[src/smi_pkg.sv]
// Shared types, codes and constants of the stack machine interpreter.
package smi_pkg;

  localparam int SMI_STACK_ENTRIES = 32;

  // Command queue between the front and the back; a power of two so the pointers wrap.
  localparam int QUEUE_DEPTH = 2;

  localparam logic [1:0] FUNC_START = 2'd0;
  localparam logic [1:0] FUNC_PUSH  = 2'd1;
  localparam logic [1:0] FUNC_EXEC  = 2'd2;

  localparam logic [7:0] OP_DUP  = 8'h00;
  localparam logic [7:0] OP_SWAP = 8'h01;
  localparam logic [7:0] OP_MUL  = 8'h02;
  localparam logic [7:0] OP_ADD  = 8'h03;
  localparam logic [7:0] OP_OVER = 8'h04;

  // Decoded operation kinds carried through the queue.
  localparam logic [2:0] KIND_START = 3'd0;
  localparam logic [2:0] KIND_PUSH  = 3'd1;
  localparam logic [2:0] KIND_DUP   = 3'd2;
  localparam logic [2:0] KIND_SWAP  = 3'd3;
  localparam logic [2:0] KIND_MUL   = 3'd4;
  localparam logic [2:0] KIND_ADD   = 3'd5;
  localparam logic [2:0] KIND_OVER  = 3'd6;
  localparam logic [2:0] KIND_NOP   = 3'd7;

  typedef struct packed {
    logic [1:0]         func;
    logic [7:0]         opcode;
    logic signed [31:0] value;
  } cmd_t;

  typedef struct packed {
    logic               error_code;
    logic [5:0]         depth;
    logic signed [31:0] top_value;
    logic signed [31:0] bottom_value;
  } rsp_t;

  typedef struct packed {
    logic [2:0]  kind;
    logic [31:0] value;
  } op_t;

  typedef struct packed {
    logic err;      // sticky stack violation flag
    logic commit;   // an operation retires this cycle
    logic restart;  // the retiring operation is a start
  } stat_t;

endpackage

[src/smi_front.sv]
// Front end: accepts command words, decodes them and queues the decoded operations.
module smi_front
  import smi_pkg::*;
(
  input  logic clk,
  input  logic rst,
  input  logic cmd_valid,
  output logic cmd_stall,
  input  cmd_t cmd,
  output logic op_valid,
  input  logic op_take,
  output op_t  op
);

  localparam int QPW = (QUEUE_DEPTH > 1) ? $clog2(QUEUE_DEPTH) : 1;
  localparam int QCW = $clog2(QUEUE_DEPTH + 1);

  op_t             dec;
  op_t             slots [QUEUE_DEPTH];
  logic [QPW-1:0]  wr_ptr;
  logic [QPW-1:0]  rd_ptr;
  logic [QCW-1:0]  level;
  logic            push;
  logic            pop;

  always_comb begin
    dec.value = cmd.value;
    unique case (cmd.func)
      FUNC_START: dec.kind = KIND_START;
      FUNC_PUSH:  dec.kind = KIND_PUSH;
      FUNC_EXEC: begin
        unique case (cmd.opcode)
          OP_DUP:  dec.kind = KIND_DUP;
          OP_SWAP: dec.kind = KIND_SWAP;
          OP_MUL:  dec.kind = KIND_MUL;
          OP_ADD:  dec.kind = KIND_ADD;
          OP_OVER: dec.kind = KIND_OVER;
          default: dec.kind = KIND_NOP;
        endcase
      end
      default:    dec.kind = KIND_NOP;
    endcase
  end

  assign cmd_stall = (level == QCW'(QUEUE_DEPTH));
  assign op_valid  = (level != '0);
  assign op        = slots[rd_ptr];
  assign push      = cmd_valid && !cmd_stall;
  assign pop       = op_valid && op_take;

  always_ff @(posedge clk) begin
    if (push) begin
      slots[wr_ptr] <= dec;
    end
  end

  always_ff @(posedge clk) begin
    if (rst) begin
      wr_ptr <= '0;
      rd_ptr <= '0;
      level  <= '0;
    end else begin
      if (push) begin
        wr_ptr <= wr_ptr + QPW'(1);
      end
      if (pop) begin
        rd_ptr <= rd_ptr + QPW'(1);
      end
      if (push && !pop) begin
        level <= level + QCW'(1);
      end else if (pop && !push) begin
        level <= level - QCW'(1);
      end
    end
  end

endmodule

[src/smi_back.sv]
// Back end: executes queued operations on the stack and registers one result per operation.
module smi_back
  import smi_pkg::*;
#(
  parameter int STACK_ENTRIES = SMI_STACK_ENTRIES,
  localparam int AW = $clog2(STACK_ENTRIES),
  localparam int CW = $clog2(STACK_ENTRIES + 1)
) (
  input  logic          clk,
  input  logic          rst,
  input  logic          op_valid,
  output logic          op_take,
  input  op_t           op,
  output logic          rsp_valid,
  input  logic          rsp_stall,
  output rsp_t          rsp,
  output logic [CW-1:0] stat_cnt,
  output stat_t         stat
);

  // Top two elements and the bottom one live in registers; deeper ones in memory.
  logic [31:0]   mem [STACK_ENTRIES];
  logic [31:0]   rd_data;
  logic [31:0]   alu_res;
  logic [CW-1:0] cnt;
  logic [CW-1:0] cnt_next;
  logic          err;
  logic          err_next;
  logic [31:0]   tos;
  logic [31:0]   tos_next;
  logic [31:0]   nos;
  logic [31:0]   nos_next;
  logic [31:0]   bot;
  logic [31:0]   bot_next;
  logic [31:0]   push_val;
  logic          spill;
  logic [AW-1:0] spill_addr;
  logic [AW-1:0] rd_addr;
  logic          phase;
  logic          out_free;
  logic          two_step;
  logic          fire;
  logic          issue;
  logic          full;
  logic          lt2;
  logic [CW+5:0] depth_ext;

  assign full       = (cnt == CW'(STACK_ENTRIES));
  assign lt2        = (cnt < CW'(2));
  assign spill_addr = AW'(cnt - CW'(2));
  assign rd_addr    = AW'(cnt - CW'(3));
  assign out_free   = !rsp_valid || !rsp_stall;

  // ADD and MUL must fetch the new second element from memory first.
  assign two_step = !err && !lt2 && (op.kind == KIND_ADD || op.kind == KIND_MUL);
  assign issue    = op_valid && two_step && !phase;
  assign fire     = op_valid && out_free && (!two_step || phase);
  assign op_take  = fire;

  always_comb begin
    unique case (op.kind)
      KIND_PUSH: push_val = op.value;
      KIND_DUP:  push_val = tos;
      default:   push_val = nos;
    endcase
  end

  always_comb begin
    cnt_next = cnt;
    err_next = err;
    tos_next = tos;
    nos_next = nos;
    bot_next = bot;
    spill    = 1'b0;
    if (op.kind == KIND_START) begin
      cnt_next = '0;
      err_next = 1'b0;
    end else if (!err) begin
      unique case (op.kind) inside
        KIND_PUSH, KIND_DUP, KIND_OVER: begin
          if (full || (op.kind == KIND_DUP && cnt == '0) || (op.kind == KIND_OVER && lt2)) begin
            err_next = 1'b1;
          end else begin
            spill    = !lt2;
            nos_next = tos;
            tos_next = push_val;
            cnt_next = cnt + CW'(1);
            if (cnt == '0) begin
              bot_next = push_val;
            end
          end
        end
        KIND_SWAP: begin
          if (lt2) begin
            err_next = 1'b1;
          end else begin
            tos_next = nos;
            nos_next = tos;
            if (cnt == CW'(2)) begin
              bot_next = tos;
            end
          end
        end
        KIND_MUL, KIND_ADD: begin
          if (lt2) begin
            err_next = 1'b1;
          end else begin
            tos_next = alu_res;
            nos_next = rd_data;
            cnt_next = cnt - CW'(1);
            if (cnt == CW'(2)) begin
              bot_next = alu_res;
            end
          end
        end
        default: begin
        end
      endcase
    end
  end

  assign depth_ext = {6'd0, cnt_next};

  always_ff @(posedge clk) begin
    if (fire && spill) begin
      mem[spill_addr] <= nos;
    end
    if (issue) begin
      rd_data <= mem[rd_addr];
      alu_res <= (op.kind == KIND_MUL) ? 32'(tos * nos) : tos + nos;
    end
  end

  always_ff @(posedge clk) begin
    if (fire) begin
      tos              <= tos_next;
      nos              <= nos_next;
      bot              <= bot_next;
      rsp.error_code   <= err_next;
      rsp.depth        <= depth_ext[5:0];
      rsp.top_value    <= (cnt_next != '0) ? tos_next : 32'd0;
      rsp.bottom_value <= (cnt_next != '0) ? bot_next : 32'd0;
    end
  end

  always_ff @(posedge clk) begin
    if (rst) begin
      cnt       <= '0;
      err       <= 1'b0;
      phase     <= 1'b0;
      rsp_valid <= 1'b0;
    end else begin
      if (fire) begin
        cnt   <= cnt_next;
        err   <= err_next;
        phase <= 1'b0;
      end else if (issue) begin
        phase <= 1'b1;
      end
      if (fire) begin
        rsp_valid <= 1'b1;
      end else if (!rsp_stall) begin
        rsp_valid <= 1'b0;
      end
    end
  end

  assign stat_cnt     = cnt;
  assign stat.err     = err;
  assign stat.commit  = fire;
  assign stat.restart = (op.kind == KIND_START);

endmodule

[src/stack_machine_interpreter.sv]
// Top level of the stack machine interpreter: front decoder and queue, back executor.

// A 32-bit stack machine driven by one command word per item: start empties the stack and
// clears the sticky error, push loads the word's value, and execute runs DUP, SWAP, MUL, ADD
// or OVER (any other opcode does nothing). Every command word returns exactly one result word
// with the error flag, the depth and the top and bottom elements, in command order. Push, DUP,
// SWAP, OVER, start and no-op commands retire at one per cycle unless the result stalls;
// ADD and MUL with two or more operands and no error first read memory, then retire, because
// after the pop the new second element has to come back through the registered read port of
// the stack memory. A two-entry queue between the decoder and the executor, and a result
// register, let each side stall without blocking the other.
module stack_machine_interpreter
  import smi_pkg::*;
#(
  parameter int STACK_ENTRIES = SMI_STACK_ENTRIES
) (
  input  logic clk,
  input  logic rst,
  input  logic cmd_valid,
  output logic cmd_stall,
  input  cmd_t cmd,
  output logic rsp_valid,
  input  logic rsp_stall,
  output rsp_t rsp
);

  localparam int CW = $clog2(STACK_ENTRIES + 1);

  logic          op_valid;
  logic          op_take;
  op_t           op;
  logic [CW-1:0] stat_cnt;
  stat_t         stat;

  // The front decodes the command word into an operation kind and queues it.
  smi_front u_front (
    .clk       (clk),
    .rst       (rst),
    .cmd_valid (cmd_valid),
    .cmd_stall (cmd_stall),
    .cmd       (cmd),
    .op_valid  (op_valid),
    .op_take   (op_take),
    .op        (op)
  );

  // The back holds the stack and produces one result word per operation.
  smi_back #(
    .STACK_ENTRIES (STACK_ENTRIES)
  ) u_back (
    .clk       (clk),
    .rst       (rst),
    .op_valid  (op_valid),
    .op_take   (op_take),
    .op        (op),
    .rsp_valid (rsp_valid),
    .rsp_stall (rsp_stall),
    .rsp       (rsp),
    .stat_cnt  (stat_cnt),
    .stat      (stat)
  );

`ifndef SYNTHESIS
  // The stack never holds more than its capacity.
  a_depth_bound: assert property (@(posedge clk) disable iff (rst)
    stat_cnt <= CW'(STACK_ENTRIES))
    else $error("stack depth above capacity");

  // Once set, the error stays and the stack is frozen until a start retires.
  a_sticky: assert property (@(posedge clk) disable iff (rst)
    stat.err && !(stat.commit && stat.restart) |=> stat.err && $stable(stat_cnt))
    else $error("sticky error lost or stack changed under error");

  // A retiring start empties the stack and clears the error.
  a_start: assert property (@(posedge clk) disable iff (rst)
    stat.commit && stat.restart |=> stat_cnt == '0 && !stat.err)
    else $error("start did not clear the machine");

  // No result word is offered right after reset.
  a_reset: assert property (@(posedge clk) rst |=> !rsp_valid)
    else $error("result valid after reset");
`endif

endmodule

[config.mk]
export PLATFORM = sky130hd
export DESIGN_NAME = stack_machine_interpreter
export DESIGN_NICKNAME = d
export VERILOG_FILES = /design/src/smi_pkg.sv /design/src/smi_front.sv /design/src/smi_back.sv /design/src/stack_machine_interpreter.sv
export SDC_FILE = /design/constraint.sdc
export NUM_CORES = 2
export LEC_CHECK = 0
export BUFFER_PORTS_ARGS = -buffer_cell sky130_fd_sc_hd__buf_4
export CAP_MARGIN = 20
export CORE_AREA = 8 8 279 483
export DETAILED_ROUTE_END_ITERATION = 6
export DIE_AREA = 0 0 287 491
export GPL_TIMING_DRIVEN = 0
export PLACE_DENSITY = 0.77
export SLEW_MARGIN = 30
export SYNTH_ARGS = -nofsm -noshare
export SYNTH_HDL_FRONTEND = slang
export SYNTH_SLANG_ARGS = --single-unit
[constraint.sdc]
create_clock -name clk -period 9.7 [get_ports clk]
set_clock_uncertainty 0.2 [all_clocks]
set_input_delay 0.485 -clock clk [delete_from_list [all_inputs] [get_ports clk]]
set_output_delay 0.485 -clock clk [all_outputs]
set_load 0.01 [all_outputs]
---- Yosys cells after proc, flatten, opt, wreduce, memory -nomap -nowiden ----
Memory sizes are Yosys's and may differ from the RTL's. A register that Yosys moved wholly into a read port is not among the register bits.
Cells that the tools add are included.
word-level totals
  register bits ........................... 212
  RAM bits ................................ 1094
  input bits .............................. 46
  output and inout port bits .............. 73
  word-level logic and storage cells ...... 136
  memories ................................ 2
cells by class
  $add $sub $neg .......................... 9
  multiply operators ...................... 1
  order comparisons ....................... 1
  equality and inequality tests ........... 19
  muxes and demuxes ....................... 47
  bitwise gates (word level) .............. 2
  reduce and logical (&&, ||, !) cells .... 40
memory list
  memory         depth  bits a word  rd ports  clocked after Yosys merged registers in  wr ports  line             text
  u_back.mem     32     32           1         1                                        1         smi_back.sv:22   logic [31:0] mem [STACK_ENTRIES];
  u_front.slots  2      35           1         1                                        1         smi_front.sv:19  op_t slots [QUEUE_DEPTH];
operators by type and width
  operator                                                               number
  32-bit 2-to-1 mux                                                      17
  32-bit one-hot mux with 3 select lines                                 3
  32-bit one-hot mux with 2 select lines                                 1
  32-bit adder                                                           1
  32-bit by 32-bit multiplier with 32-bit output                         1
  6-bit 2-to-1 mux                                                       4
  8-bit by 2-bit equality test with 1-bit output, second input constant  2
  1-bit 2-to-1 mux                                                       16
  3-bit one-hot mux with 5 select lines                                  1
  1-bit logical AND                                                      13
  6-bit one-hot mux with 2 select lines                                  1
  5-bit by 2-bit subtractor with 5-bit output, second input constant     2
  3-bit equality test, second input constant                             3
  1-bit zero test                                                        9
  3-bit one-hot mux with 3 select lines                                  1
  8-bit by 1-bit equality test with 1-bit output, second input constant  1
  8-bit by 3-bit equality test with 1-bit output, second input constant  1
  8-bit zero test                                                        1
  7-bit AND reduction                                                    1
  6-bit by 1-bit adder with 6-bit output, second input constant          1
  3-bit by 2-bit equality test with 1-bit output, second input constant  2
  6-bit by 2-bit equality test with 1-bit output, second input constant  1
  6-bit equality test, second input constant                             1
  6-bit zero test                                                        1
  21 further kinds                                                       34

---- Depth between registers and ports, before layout ----
  word-level depth ........................ 11
  mapped depth ............................ 28
  gate-level depth less buffers ........... 25

---- Cells and area by module ----
Synthesis repeated with hierarchy kept, for this count alone.
second synthesis, totals
  cell total of the unflattened synthesis .. 4528
  area total of the unflattened synthesis .. 69983.4 sq um
by module, submodules not included
  module     times used  cells each  area each (sq um)  seq. area each (sq um)
  smi_back   1           4385        67190.7            37866.3
  smi_front  1           143         2792.7             2202.1

---- Worst setup path before layout ----
No wires, ideal clock.
  path type ............................... reg2reg
  from .................................... reg (tool-made name)
  to ...................................... reg u_back.alu_res[0], enable pin
  setup time .............................. 647 ps
  data arrival time ....................... 7321 ps
  data required time ...................... 8853 ps
  slack ................................... 1532 ps
  cell stages (with the launch flop) ...... 7
  buffers on the path ..................... 2
  period minus slack after synthesis ...... 8168 ps
  cells stage by stage .................... dfxtp_1 buf_6 nand2b_1 o22a_1 or2_1 buf_2 nor4_1
RTL lines
  element               line             text
  end signal, assigned  smi_back.sv:130  alu_res <= (op.kind == KIND_MUL) ? 32'(tos * nos) : tos + nos;
  end, declared         smi_back.sv:24   logic [31:0] alu_res;

---- Worst setup path in the final report ----
  from .................................... reg u_back.nos[4]
  to ...................................... reg u_back.alu_res[31], data pin
between the ends
  cells in the longest elaborated chain, start to end .. 2
  elaborated cells between the ends (all ways) .. 3
  those cells by class .................... 1 x add/sub; 1 x mul; 1 x mux
RTL lines
  element                                                                         line             text
  start, declared                                                                 smi_back.sv:31   logic [31:0] nos;
  start signal, assigned                                                          smi_back.sv:137  nos <= nos_next;
  32-bit by 32-bit multiplier with 32-bit output or 32-bit adder (tied branches)  smi_back.sv:130
  32-bit 2-to-1 mux *                                                             smi_back.sv:130
Every way passes the cells marked *; elsewhere a longest branch is shown, timed or not.
A chain may end at the register's enable or synchronous reset.

==> key figures <==
Hold path
  • Min-delay worst type: primary input to flop
  • Worst hold path cell count: 3
  • Hold path startpoint: cmd[35]
  • Hold path endpoint: u_front.slots[1][33]

Critical path
  • R2r endpoint: u_back.alu_res[31]
  • CP endpoint kind: flop
  • Top delay family on crit path: adder cells
  • Slowest cell delay on critical path: 680 ps
  • Worst Path Arrival: ~9600 ps
  • WP buf/inv: 7
  • Critical-path top delay cell: edfxtp_1
  • Reg2reg setup slack: 450 ps
  • FF-to-FF path depth: 26
  • FF-to-FF Start: u_back.nos[4]
  • Worst setup SP type: flop
  • Most used cell, CP: fa_1
  • Worst Path Class, Setup: flop to flop
  • Crit path required time: around 10000 ps
  • Max FO, Critical Path: 10

Synth
  • Mapped Cells: 4503
  • Post-synth top flop: edfxtp_1
  • Post-synth EDFFs: 1325
  • Sequential element share of the synthesized area: 0.574
  • Distinct cells, synth: 72
  • Yosys reg bits: approximately 1300
  • Ys Warns: 0
  • Syn avg cell area: 15.5 sq um
  • Post-Syn Nets: a little over 5000
  • Ys async rst share: 0
  • Mapped Area: 69800 sq um

Timing
  • Max-slew violation count: 0
  • Hold Fails Final Rpt: 0
  • Worst slew pin tran: 1060 ps
  • Unrepaired setup endpoints after global routing: false
  • Post-layout worst setup margin: 451 ps
  • Final min period: roughly 9200 ps
  • Relative slew margins: 0.289
  • Achievable Freq: 0.108 GHz
  • Period utilization: 0.953
  • Finish-stage setup viols: 0

Floorplan
  • Die W: 287 um
  • I/O pin total: 119
  • Die area: 141000 sq um
  • Starting density of the core: 0.545
  • Row count: 174
  • Die Height: 491 um
  • Core area: 128000 sq um

Clock network
  • CTS Sinks: 1339
  • CTS max path bufs: 3
  • Root buf cell: clkbuf_16
  • Num CTS Buffers: around 110
  • CTS tree: yes
  • H-Tree Depth: 3
  • Worst-path clk slew: 80 ps
  • Clock Latency Late Sink: around 770 ps

Finish
  • Layout cell share with drive strength beyond 1: 0.190
  • Fin util: 0.625
  • Most frequent cells in the layout: edfxtp_1, fa_1, inv_1
  • Layout Nets: roughly 5500
  • Area Overhead vs Synth: 14.7%
  • Commonest non-fill, non-tap cell in the layout: edfxtp_1

Global route
  • Vias in the first global route: between 40000 and 50000
  • First-pass GRT wire length: 334 mm
  • Initial antenna violation count: 12
  • Total GRT Usage: 0.337
  • Largest net degree at the start of global routing: 50
  • Gr ovfl total: 0

Routing
  • Number of routed nets with antenna violations: 0
  • Routed wl met2: 117 mm
  • Avg WL per Cell: 35.5 um
  • Met3 wire length: 19.9 mm
  • Wl on met1: 70.5 mm
  • Uppermost routed layer: met5
  • Vias post-DR: 43500
  • DRC violations left: 3
  • Drt first-iter violations: 4892
  • DRT Pass-1 Iters: 7
  • DR vias/cell: 6.51
  • Total Wirelength: 237 mm

Flow run
  • MaxCap Viol Count: 0

Place
  • DP Worst Slack: -351 ps
  • GPL Wtd Cong: 0.985
  • DPL Wire Length: 170 mm
  • Port bufs: 118

Outcome
  • Status: complete, but fails checks
  • Failing checks: DRC
stage by stage:
step	cell area (sq um)	std cells	setup TNS, ps	hold WS, ps
CTS	80000	6676	0	38.5
detailed placement	75800	6440	-495	267
floorplan	69800	4503	0	272
global route	80000	6681	0	61.2
finish	80000	6685	0	77.8
global placement	72800	6293	-185790	262
sequential cells by signal, summed over array words and instances, names as in the netlist, named ones only:
register          count
u_back.rsp           71
u_back.err            1
u_back.tos           32
u_back.alu_res       32
u_front.wr_ptr        1
u_back.stat_cnt       6
u_back.rd_data       32
u_front.level         2
u_front.rd_ptr        1
u_front.slots        70
u_back.bot           32
u_back.rsp_valid      1
u_back.mem         1024
u_back.nos           32
u_back.phase          1
synth_stat cells (all sizes together), types with 12 or more instances:
cell type | n | area [sq um]
a21o | 38 | 293
a21oi | 74 | 382
a221o | 25 | 250
a221oi | 32 | 280
a22o | 25 | 219
a22oi | 40 | 300
and2 | 367 | 2300
buf | 52 | 263
clkbuf | 209 | 785
dfxtp | 14 | 280
edfxtp | 1325 | 39800
fa | 409 | 8190
ha | 164 | 2050
inv | 404 | 1520
mux2 | 33 | 375
mux2i | 38 | 380
mux4 | 320 | 7210
nand2 | 399 | 1500
nand2b | 12 | 75.1
nand3 | 21 | 105
nor2 | 145 | 544
nor3 | 14 | 80.1
o21ai | 50 | 254
o221ai | 32 | 280
o22ai | 12 | 75.1
or2 | 17 | 106
xnor2 | 84 | 736
xor2 | 41 | 359
layer usage:
layer / track usage / vias to the layer above
met5: 0 / -
met4: 0.320 / 2
met3: 0.0607 / 973
met2: 0.566 / 3148
met1: 0.351 / 22200
li1: - / 17200
worst min-delay path: stages:
cell and delay [ps]:
buf_4 80, nor2_1 60, a31oi_1 270
how the worst max path moves through the flow:
stage	from	endpoint	slack [ps]	cells past startpoint
3_5_place_dp	u_back.nos[5]	u_back.alu_res[31]	-350	27
5_1_grt	u_back.tos[2]	u_back.alu_res[22]	250	24
4_1_cts	u_back.tos[13]	u_back.alu_res[31]	20	22
2_1_floorplan	flop	u_back.alu_res[0]	1530	6
6_report	u_back.nos[4]	u_back.alu_res[31]	450	26
3_3_place_gp	flop	u_back.rd_data[14]	-2800	6
area by class of cell:
| cell class | instances | area [sq um] |
|---|---|---|
| inverter | 404 | 1520 |
| sequential | 1339 | 40100 |
| fill | 8990 | 48000 |
| timing repair buffer | 309 | 4020 |
| multi-input combinational | 2499 | 27500 |
| clock buffer | 128 | 2870 |
| tap | 1672 | 2090 |
| buffer | 257 | 1110 |
| antenna | 5 | 12.5 |
| clock inverter | 72 | 895 |
what timing repair did:
| item | CTS | global route |
|---|---|---|
| hold buffers | 39 | 0 |
| cloned | 0 | 0 |
| hold endpoints to repair | 76 | 0 |
| endpoints found under the setup margin | 3 | 4 |
| setup buffers | 0 | 5 |
| resized for setup | 2 | 38 |
kinds of logic after synthesis:
family | after synthesis | share of synthesized area
AO/OA/AOI/OAI | 397 | 0.0415
buffers and inverters | 665 | 0.0367
XOR/XNOR | 125 | 0.0157
flip-flops | 1339 | 0.574
adder cells (fa/ha/maj) | 573 | 0.147
multiplexers | 391 | 0.114
AND/OR/NAND/NOR | 1013 | 0.0712
Power is left out: the tool's default activity adds up to more than one toggle a clock period on the data nets, which glitch-free logic cannot reach.
